## src/sv/pdga_pkg.sv

```systemverilog
// Shared constants, codes and controller/datapath interface types.
`timescale 1ns / 1ps
package pdga_pkg;

  localparam int GRID_DIM = 64;
  localparam int IDX_W    = $clog2(GRID_DIM);
  localparam int CELLS    = GRID_DIM * GRID_DIM;
  localparam int DIM_W    = IDX_W + 1;
  localparam int COORD_W  = 16;

  localparam logic [1:0] ST_ACCEPT = 2'd0;
  localparam logic [1:0] ST_BOUNDS = 2'd1;
  localparam logic [1:0] ST_CLOSE  = 2'd2;
  localparam logic [1:0] ST_CLEAR  = 2'd3;

  localparam logic [1:0] REG_RADIUS    = 2'd0;
  localparam logic [1:0] REG_CELL_SIZE = 2'd1;
  localparam logic [1:0] REG_GRID_W    = 2'd2;
  localparam logic [1:0] REG_GRID_H    = 2'd3;

  typedef struct packed {
    logic       capture;
    logic       clr_init;
    logic       clr_step;
    logic       div_start;
    logic       scan_init;
    logic       scan_step;
    logic       acc_rd;
    logic       acc_wr;
    logic       load_out;
    logic [1:0] out_code;
  } cmd_t;

  typedef struct packed {
    logic is_clear;
    logic clr_last;
    logic oob;
    logic div_done;
    logic scan_last;
    logic pipe_busy;
    logic hit;
  } sts_t;

endpackage

```

## src/sv/pdga_ctrl.sv

```systemverilog
// Controller state machine: sequences clear, bounds, divide, scan and insert.
`timescale 1ns / 1ps
module pdga_ctrl (
  input  logic           clk,
  input  logic           rst,
  input  logic           in_valid,
  output logic           in_ready,
  output logic           out_valid,
  input  logic           out_ready,
  input  logic           op,
  input  pdga_pkg::sts_t sts,
  output pdga_pkg::cmd_t cmd
);

  localparam logic [3:0] S_INIT  = 4'd0;
  localparam logic [3:0] S_IDLE  = 4'd1;
  localparam logic [3:0] S_CLR   = 4'd2;
  localparam logic [3:0] S_BOUND = 4'd3;
  localparam logic [3:0] S_DIV   = 4'd4;
  localparam logic [3:0] S_SINIT = 4'd5;
  localparam logic [3:0] S_SCAN  = 4'd6;
  localparam logic [3:0] S_DRAIN = 4'd7;
  localparam logic [3:0] S_ACCRD = 4'd8;
  localparam logic [3:0] S_ACCWR = 4'd9;
  localparam logic [3:0] S_DONE  = 4'd10;

  logic [3:0] state;
  logic [3:0] state_next;
  logic [1:0] code;
  logic [1:0] code_next;

  assign in_ready = (state == S_IDLE);

  always_comb begin
    state_next = state;
    code_next  = code;
    cmd        = '0;
    cmd.out_code = code;
    unique case (state)
      S_INIT: begin
        cmd.clr_step = 1'b1;
        if (sts.clr_last) state_next = S_IDLE;
      end
      S_IDLE: begin
        if (in_valid) begin
          cmd.capture = 1'b1;
          if (!op) begin
            cmd.clr_init = 1'b1;
            state_next   = S_CLR;
          end else begin
            state_next = S_BOUND;
          end
        end
      end
      S_CLR: begin
        cmd.clr_step = 1'b1;
        if (sts.clr_last) begin
          code_next  = pdga_pkg::ST_CLEAR;
          state_next = S_DONE;
        end
      end
      S_BOUND: begin
        if (sts.oob) begin
          code_next  = pdga_pkg::ST_BOUNDS;
          state_next = S_DONE;
        end else begin
          cmd.div_start = 1'b1;
          state_next    = S_DIV;
        end
      end
      S_DIV: begin
        if (sts.div_done) state_next = S_SINIT;
      end
      S_SINIT: begin
        cmd.scan_init = 1'b1;
        state_next    = S_SCAN;
      end
      S_SCAN: begin
        cmd.scan_step = 1'b1;
        if (sts.scan_last) state_next = S_DRAIN;
      end
      S_DRAIN: begin
        if (!sts.pipe_busy) begin
          if (sts.hit) begin
            code_next  = pdga_pkg::ST_CLOSE;
            state_next = S_DONE;
          end else begin
            state_next = S_ACCRD;
          end
        end
      end
      S_ACCRD: begin
        cmd.acc_rd = 1'b1;
        state_next = S_ACCWR;
      end
      S_ACCWR: begin
        cmd.acc_wr = 1'b1;
        code_next  = pdga_pkg::ST_ACCEPT;
        state_next = S_DONE;
      end
      S_DONE: begin
        if (!out_valid || out_ready) begin
          cmd.load_out = 1'b1;
          state_next   = S_IDLE;
        end
      end
      default: state_next = S_IDLE;
    endcase
  end

  always_ff @(posedge clk) begin
    if (rst) begin
      state     <= S_INIT;
      code      <= pdga_pkg::ST_ACCEPT;
      out_valid <= 1'b0;
    end else begin
      state <= state_next;
      code  <= code_next;
      if (cmd.load_out) out_valid <= 1'b1;
      else if (out_ready) out_valid <= 1'b0;
    end
  end

endmodule
```

## config.mk

```make
export PLATFORM = sky130hd
export DESIGN_NAME = pdga_ctrl
export DESIGN_NICKNAME = d
export VERILOG_FILES = /design/src/sv/pdga_pkg.sv /design/src/sv/pdga_ctrl.sv
export SDC_FILE = /design/constraint.sdc
export NUM_CORES = 1
export LEC_CHECK = 0
export BUFFER_PORTS_ARGS = -buffer_cell sky130_fd_sc_hd__buf_2
export CELL_PAD_IN_SITES_DETAIL_PLACEMENT = 0
export CELL_PAD_IN_SITES_GLOBAL_PLACEMENT = 1
export CORE_MARGIN = 4
export CORE_UTILIZATION = 25
export DETAILED_ROUTE_END_ITERATION = 7
export GPL_TIMING_DRIVEN = 0
export PLACE_DENSITY = 0.73
export SYNTH_ARGS = -nofsm -noshare
export SYNTH_HDL_FRONTEND = slang
export SYNTH_SLANG_ARGS = --single-unit
```

## constraint.sdc

```tcl
create_clock -name clk -period 1.58 [get_ports clk]
set_clock_uncertainty 0.1 [all_clocks]
set_input_delay 0.316 -clock clk [delete_from_list [all_inputs] [get_ports clk]]
set_output_delay 0.316 -clock clk [all_outputs]
set_load 0.005 [all_outputs]
```

==> summary.txt, run 1 <==
Critical path
  – Worst reg2reg endpoint: code[0]$_SDFFE_PP0P_
  – Worst EP required: 1.16 ns
  – RR Startpoint: state[2]$_SDFFE_PP0P_
  – Critical path start-end classification: reg2out
  – WP depth: 6
  – Critical Path Start Type: register
  – CP endpoint kind: output port
  – Reg-to-reg slack, setup: -0.20 ns
  – Worst-path maximum fanout: 6
  – Cells along the critical path: buf_6, buf_8, nor3_4, and2_4, nor2b_1, buf_2
  – CP max-delay cell: dfxtp_2
  – R2R depth: 6
  – Critical Path Start: state[2]$_SDFFE_PP0P_
  – Worst setup endpoint: cmd[9]
  – Slowest stage delay, CP: 0.32 ns
  – Buf/Inv on CP: 3
  – Top cell family by delay on the critical path: simple AND/OR/NAND/NOR gates
  – Arrival time worst endpoint: 1.41 ns

Floorplanning
  – Initial Util: 27.2%
  – Core Rows: 17
  – Die outline area: 3360 um^2
  – Die width: 58.0 um
  – Top Ports: 25
  – CORE AREA: 2300 um^2
  – Die H: 58.0 um

Yosys
  – #FFs+latches synth: 7
  – Yosys top cell by area: dfxtp_1
  – Synth top area share: 22.4%
  – Sequential fraction of the synthesis area: 22.4%
  – Yosys cell types: 40
  – Mapped Area: 624 um^2
  – Top post-synthesis cells by area: dfxtp_1, nand2b_1, nor2b_1
  – Syn_area_per_cell: 8.00 um^2
  – Instance count of the mapped netlist: 78
  – Synth warn: 0
  – Syn nets: 90

Drt
  – DR pass1 iterations: 3
  – Iter 0 DRT Violations: 10
  – DR DRC count: 0
  – Post-route ant nets: 0
  – Vias/cell: 5.05
  – DR vias: 788
  – WL per Instance: 15.5 um
  – Final WL: 2.41 mm

Timing
  – Slew headroom: 70.7%
  – Worst hold slack: 0.294 ns
  – RSZ-0062 raised after global routing: yes
  – FMAX: 549 MHz
  – Period utilisation layout: 115%
  – Setup tns final: -2.21 ns
  – Min cycle time layout: 1.82 ns
  – Final number of hold-violating endpoints: 0
  – Final worst slack: -0.242 ns
  – Slew Viols, Final: 0
  – Final setup vio count: 15
  – Worst-Margin Slew: 0.440 ns

Pwr
  – Comb pwr share: 70.8%
  – Switching Fraction: 39.5%
  – Pwr Total: 1.59 mW
  – Power density over the cells: 1380 nW/um^2
  – Switch Pwr: 0.629 mW
  – Clock power frac: 10.4%
  – P_int: 0.965 mW
  – VDD IR-drop max: 0.581 mV
  – Sequential share of power: 18.8%
  – Leakage: 0.514 nW

Status
  – Failing checks: negative setup slack
  – Outcome: finished, violations left

Cells and area
  – Post-layout util: 50.3%
  – Fillcell total: 210
  – Area of the multi-input gates: 537 um^2
  – Layout area overhead: 85.0%
  – Area occupied by registers: 148 um^2
  – Nets: 141
  – N_diodes: 0
  – Share of cells above drive strength 1: 63.3%
  – Post-route cell area: 1150 um^2

Run
  – Max-cap viol count: 0

CTS
  – Num Clock Sinks: 7
  – Clock insertion delay at the later pin of the skew report: 0.25 ns
  – CTS tree: yes
  – H-Tree Depth: 1
  – Cts hold-fix bufs: 0
  – Cts bufs inserted: 3
  – CTS max path bufs: 2
  – Root buf cell: clkbuf_4
  – Clock-pin slew on the worst setup and hold paths: 0.05 ns

Global route
  – Met3 usage: 3.34%
  – M1 GR Usage: 14.8%
  – GRT Total Usage: 12.2%
  – Grt total ovfl: 0
  – Met2 usage: 21.1%
  – Number of global-route vias before repair: 716
  – First-pass GRT wire length: 3.27 mm
  – Antenna violations before repair: 0
  – Largest net degree at the start of global routing: 11
  – Most Crowded Layer GR: met2

Placement
  – Placed Area: 779 um^2
  – GP Congestion: 0.812
  – Dpl hpwl: 1.34 mm
  – Port buffer count: 23

Min path
  – Worst hold path type: in2reg
==> flip-flops by register name, indices dropped and copies added, names as in the netlist <==
signal     cells
code           2
out_valid      1
state          4
==> worst min-delay path by stage <==
stage          slack, ns  cells past startpoint                    from                endpoint
2_1_floorplan       0.41                      2  out_valid$_SDFFE_PP0P_  out_valid$_SDFFE_PP0P_
3_3_place_gp        0.43                      2  out_valid$_SDFFE_PP0P_  out_valid$_SDFFE_PP0P_
3_5_place_dp        0.44                      2  out_valid$_SDFFE_PP0P_  out_valid$_SDFFE_PP0P_
4_1_cts             0.29                      3               out_ready  out_valid$_SDFFE_PP0P_
5_1_grt             0.34                      3               out_ready  out_valid$_SDFFE_PP0P_
6_report            0.29                      3               out_ready  out_valid$_SDFFE_PP0P_
==> timing repair <==
action / in CTS / in global routing
buffers inserted: 8 / 14
gates cloned: 1 / 0
resized for setup: 27 / 18
hold endpoints to repair: 0 / 0
pin swaps: 8 / 10
endpoints found under the setup margin: 16 / 16
==> power by group through the flow <==
stage	clock network [mW]	registers [mW]	logic, mW
6_report	0.166	0.300	1.13
5_1_grt	0.183	0.309	1.21
4_1_cts	0.169	0.294	0.785
3_5_place_dp	0	0.283	0.613
3_3_place_gp	0	0.282	0.612
2_1_floorplan	0	0.271	0.444
==> metal layers <==
metal / vias to the layer above / share of wire (%)
li1: 384 / -
met1: 385 / 40
met2: 17 / 54
met3: 2 / 4.0
met4: 0 / 1.5
met5: - / 0
==> worst reg2reg max path, delay by kind of cell (launching register included) <==
family,cells,cell delay [ns]
DFF,1,0.32
AOI/OAI and AO/OA,2,0.32
muxes,1,0.30
and+or+nand+nor,1,0.38
buffers and inverters,2,0.25
==> through the flow <==
stage | setup WS (ns) | std cells
final | -0.242 | 156
after detailed placement | -0.162 | 129
after global routing | -0.290 | 156
after floorplan | 0.00639 | 78
after CTS | -0.223 | 142
after global placement | -0.155 | 129
==> cell usage in the layout, fill, tap and decap left out, types with 3 or more instances in the layout <==
master,synthesis,final
a21oi_1,4,3
buf_2,3,21
buf_4,0,16
buf_6,1,10
buf_8,0,3
clkbuf_4,0,3
dfxtp_1,7,3
dfxtp_2,0,3
inv_1,4,3
nand2b_1,6,5
nor2b_1,5,5
nor3_2,0,3
o21ai_0,3,3
==> cells in the mapped netlist <==
library cell and count:
buf_6 1, o21a_2 1, dfxtp_1 7, and2_1 1
o31ai_1 1, o211ai_2 1, nand3_1 1, nand3b_1 1
nand2_1 4, o211a_1 1, a21o_1 1, inv_1 4
buf_2 3, or3_1 2, a311oi_1 1, o21ba_1 1
nor4_2 1, or2_2 2, a2bb2oi_1 1, a31oi_1 2
mux2i_1 2, clkbuf_1 1, a2111o_1 1, a211oi_1 1
mux2_4 2, buf_1 1, nor2b_1 5, o21a_1 1
nand2b_1 6, nor3_1 5, nor4b_1 1, nand4bb_1 1
nor4bb_1 1, o21ai_0 3, a21oi_1 4, nor2_1 2
or3b_1 1, o32ai_1 1, nand4b_1 1, o31a_1 1
==> cell families after synthesis <==
| kind of cell | synth area share [%] |
|---|---|
| buffers and inverters | 7.81 |
| muxes | 8.02 |
| AOI/OAI and AO/OA | 26.5 |
| and+or+nand+nor | 35.3 |
| DFF | 22.4 |
==> cell type report <==
type	instances	area share, %
timing repair buffer	46	28.1
sequential	7	12.8
clock buffer	4	2.28
tap	28	3.03
inverter	4	1.52
multi-input combinational	61	46.5
buffer	6	5.85
(Power assumes the default switching activity.)
==> run 2, diff against run 1 <==
CORE_UTILIZATION = 29   (was 25)
PLACE_DENSITY = 0.81   (was 0.73)
==> run 2 against run 1 <==
Maximum frequency shrank 0.14%; via count shrank 6.2%; flip-flop and latch count is the same; critical path depth is the same; combinational power shrank 12%; power shrank 7.5%; largest cell class unchanged; the flow still finishes with violations (negative setup slack); sequential power grew 2%; clock power grew 6%; clock-buffer cell count shrank 1; sequential share of layout area grew 1.1 points.
==> summary.txt, run 2 (synthesized netlist as in run 1, its figures left out) <==
Cells and area
  – Share of cells above drive strength 1: 59.8% (was 63.3%)
  – Largest register FFs: 4 (unchanged)
  – Largest reg by FF count: state (unchanged)
  – Area occupied by registers: 150 um^2 (was 148 um^2)
  – Area of the multi-input gates: 566 um^2 (was 537 um^2)
  – Post-layout util: 54.1% (was 50.3%)
  – Post-route cell area: 1080 um^2 (was 1150 um^2)
  – Non-Filler Instances: 144 (was 156)
  – N_diodes: 0 (unchanged)
  – Fillcell total: 174 (was 210)
  – Nets: 130 (was 141)
  – Commonest non-fill, non-tap cell in the layout: buf_2 (unchanged)
  – Layout area overhead: 73.5% (was 85.0%)
  – Biggest regs: state: 4 flops, code: 2 flops, out_valid: 1 flops (unchanged)
  – Most frequent cells in the layout: buf_2, buf_4, buf_6 (unchanged)

Drt
  – WL per Instance: 14.4 um (was 15.5 um)
  – Vias/cell: 5.13 (was 5.05)
  – Iter 0 DRT Violations: 7 (was 10)
  – DR DRC count: 0 (unchanged)
  – Post-route ant nets: 0 (unchanged)
  – DR vias: 739 (was 788)
  – DR pass1 iterations: 3 (unchanged)
  – Final WL: 2.08 mm (was 2.41 mm)

CTS
  – CTS max path bufs: 2 (unchanged)
  – H-Tree Depth: 1 (unchanged)
  – Num Clock Sinks: 7 (unchanged)
  – Clock insertion delay at the later pin of the skew report: 0.26 ns (was 0.25 ns)
  – Clock-pin slew on the worst setup and hold paths: 0.06 ns (was 0.05 ns)
  – CTS tree: yes (unchanged)
  – Root buf cell: clkbuf_4 (unchanged)
  – Cts bufs inserted: 3 (unchanged)
  – Cts hold-fix bufs: 0 (unchanged)

Floorplanning
  – Initial Util: 31.2% (was 27.2%)
  – Die width: 54.4 um (was 58.0 um)
  – CORE AREA: 2000 um^2 (was 2300 um^2)
  – Die H: 54.4 um (was 58.0 um)
  – Top Ports: 25 (unchanged)
  – Core Rows: 16 (was 17)
  – Die outline area: 2960 um^2 (was 3360 um^2)

Placement
  – Dpl cells: 128 (was 129)
  – GP Congestion: 0.839 (was 0.812)
  – Placed Area: 778 um^2 (was 779 um^2)
  – Port buffer count: 23 (unchanged)
  – Dpl hpwl: 1.25 mm (was 1.34 mm)

Timing
  – Worst-Margin Slew: 0.444 ns (was 0.440 ns)
  – Period utilisation layout: 115% (about the same)
  – Slew headroom: 70.4% (was 70.7%)
  – FMAX: 548 MHz (was 549 MHz)
  – RSZ-0062 raised after global routing: yes (unchanged)
  – Final setup vio count: 15 (unchanged)
  – Min cycle time layout: 1.82 ns (about the same)
  – Final number of hold-violating endpoints: 0 (unchanged)
  – Slew Viols, Final: 0 (unchanged)
  – Final worst slack: -0.245 ns (was -0.242 ns)

Global route
  – Grt total ovfl: 0 (unchanged)
  – Number of global-route vias before repair: 616 (was 716)
  – GRT Total Usage: 13.0% (was 12.2%)
  – First-pass GRT wire length: 2.82 mm (was 3.27 mm)
  – Antenna violations before repair: 0 (unchanged)
  – Largest net degree at the start of global routing: 11 (unchanged)

Pwr
  – VDD IR-drop max: 0.525 mV (was 0.581 mV)
  – Power density over the cells: 1360 nW/um^2 (was 1380 nW/um^2)
  – Pwr Total: 1.48 mW (was 1.59 mW)
  – Leakage: 0.452 nW (was 0.514 nW)

Critical path
  – Arrival time worst endpoint: 1.41 ns (about the same)
  – Critical path start-end classification: reg2out (unchanged)
  – Worst-path maximum fanout: 2 (was 6)
  – Critical Path Start Type: register (unchanged)
  – CP endpoint kind: output port (unchanged)
  – Worst EP required: 1.16 ns (about the same)

Status
  – Failing checks: negative setup slack (unchanged)
  – Outcome: finished, violations left (unchanged)

Run
  – Max-cap viol count: 0 (unchanged)

Min path
  – Worst hold path type: in2reg (unchanged)
-- run 2: stage by stage --
step	setup TNS, ns	setup slack (ns)	hold slack, ns
3_5_place_dp	-0.850	-0.132	0.442
2_1_floorplan	0	0.00639	0.411
4_1_cts	-1.17	-0.234	0.301
3_3_place_gp	-0.882	-0.151	0.420
5_1_grt	-2.22	-0.321	0.324
6_report	-1.32	-0.245	0.288
-- run 2: area by class of cell --
cell class              instances  area share, %
inverters                       4           1.62
well taps                      27           3.12
clock buffers                   3           2.08
clock inverters                 1          0.462
repair buffers                 35           20.0
multi-input cells              61           52.2
plain buffers                   6           6.70
flip-flops and latches          7           13.9
-- run 2: per-layer routing --
metal	track usage [%]	vias up	wire length (um)
met5	0	-	0
met4	2.49	0	0
met3	3.27	0	79
met2	21.9	11	1110
met1	16.8	362	885
li1	-	366	-
-- run 2: timing repair --
action | in CTS | in global routing
setup buffers | 9 | 3
resized for setup | 25 | 18
pin swaps | 3 | 8
setup endpoints to repair | 16 | 16
-- run 2: final timing paths --
| path | start | to | slack (ns) | cells after the start |
|---|---|---|---|---|
| setup / recovery | state[1]$_SDFFE_PP0P_ | cmd[9] | -0.24 | 6 |
| hold / removal | out_ready | out_valid$_SDFFE_PP0P_ | 0.29 | 3 |
| setup reg to reg | state[2]$_SDFFE_PP0P_ | code[1]$_SDFFE_PP0P_ | -0.15 | 6 |
| hold reg to reg | out_valid$_SDFFE_PP0P_ | out_valid$_SDFFE_PP0P_ | 0.44 | 2 |
-- run 2: power by group --
part	internal, mW	switching [mW]
sequential	0.242	0.0627
clock	0.0934	0.0828
combinational	0.532	0.462
total	0.868	0.608
-- run 2: worst max-delay path, stage by stage (launching register included) --
cell      delay (ns)
dfxtp_2         0.33
buf_6           0.12
nand2b_4        0.14
nor3_4          0.18
and2_1          0.15
nor2b_1         0.12
buf_2           0.11
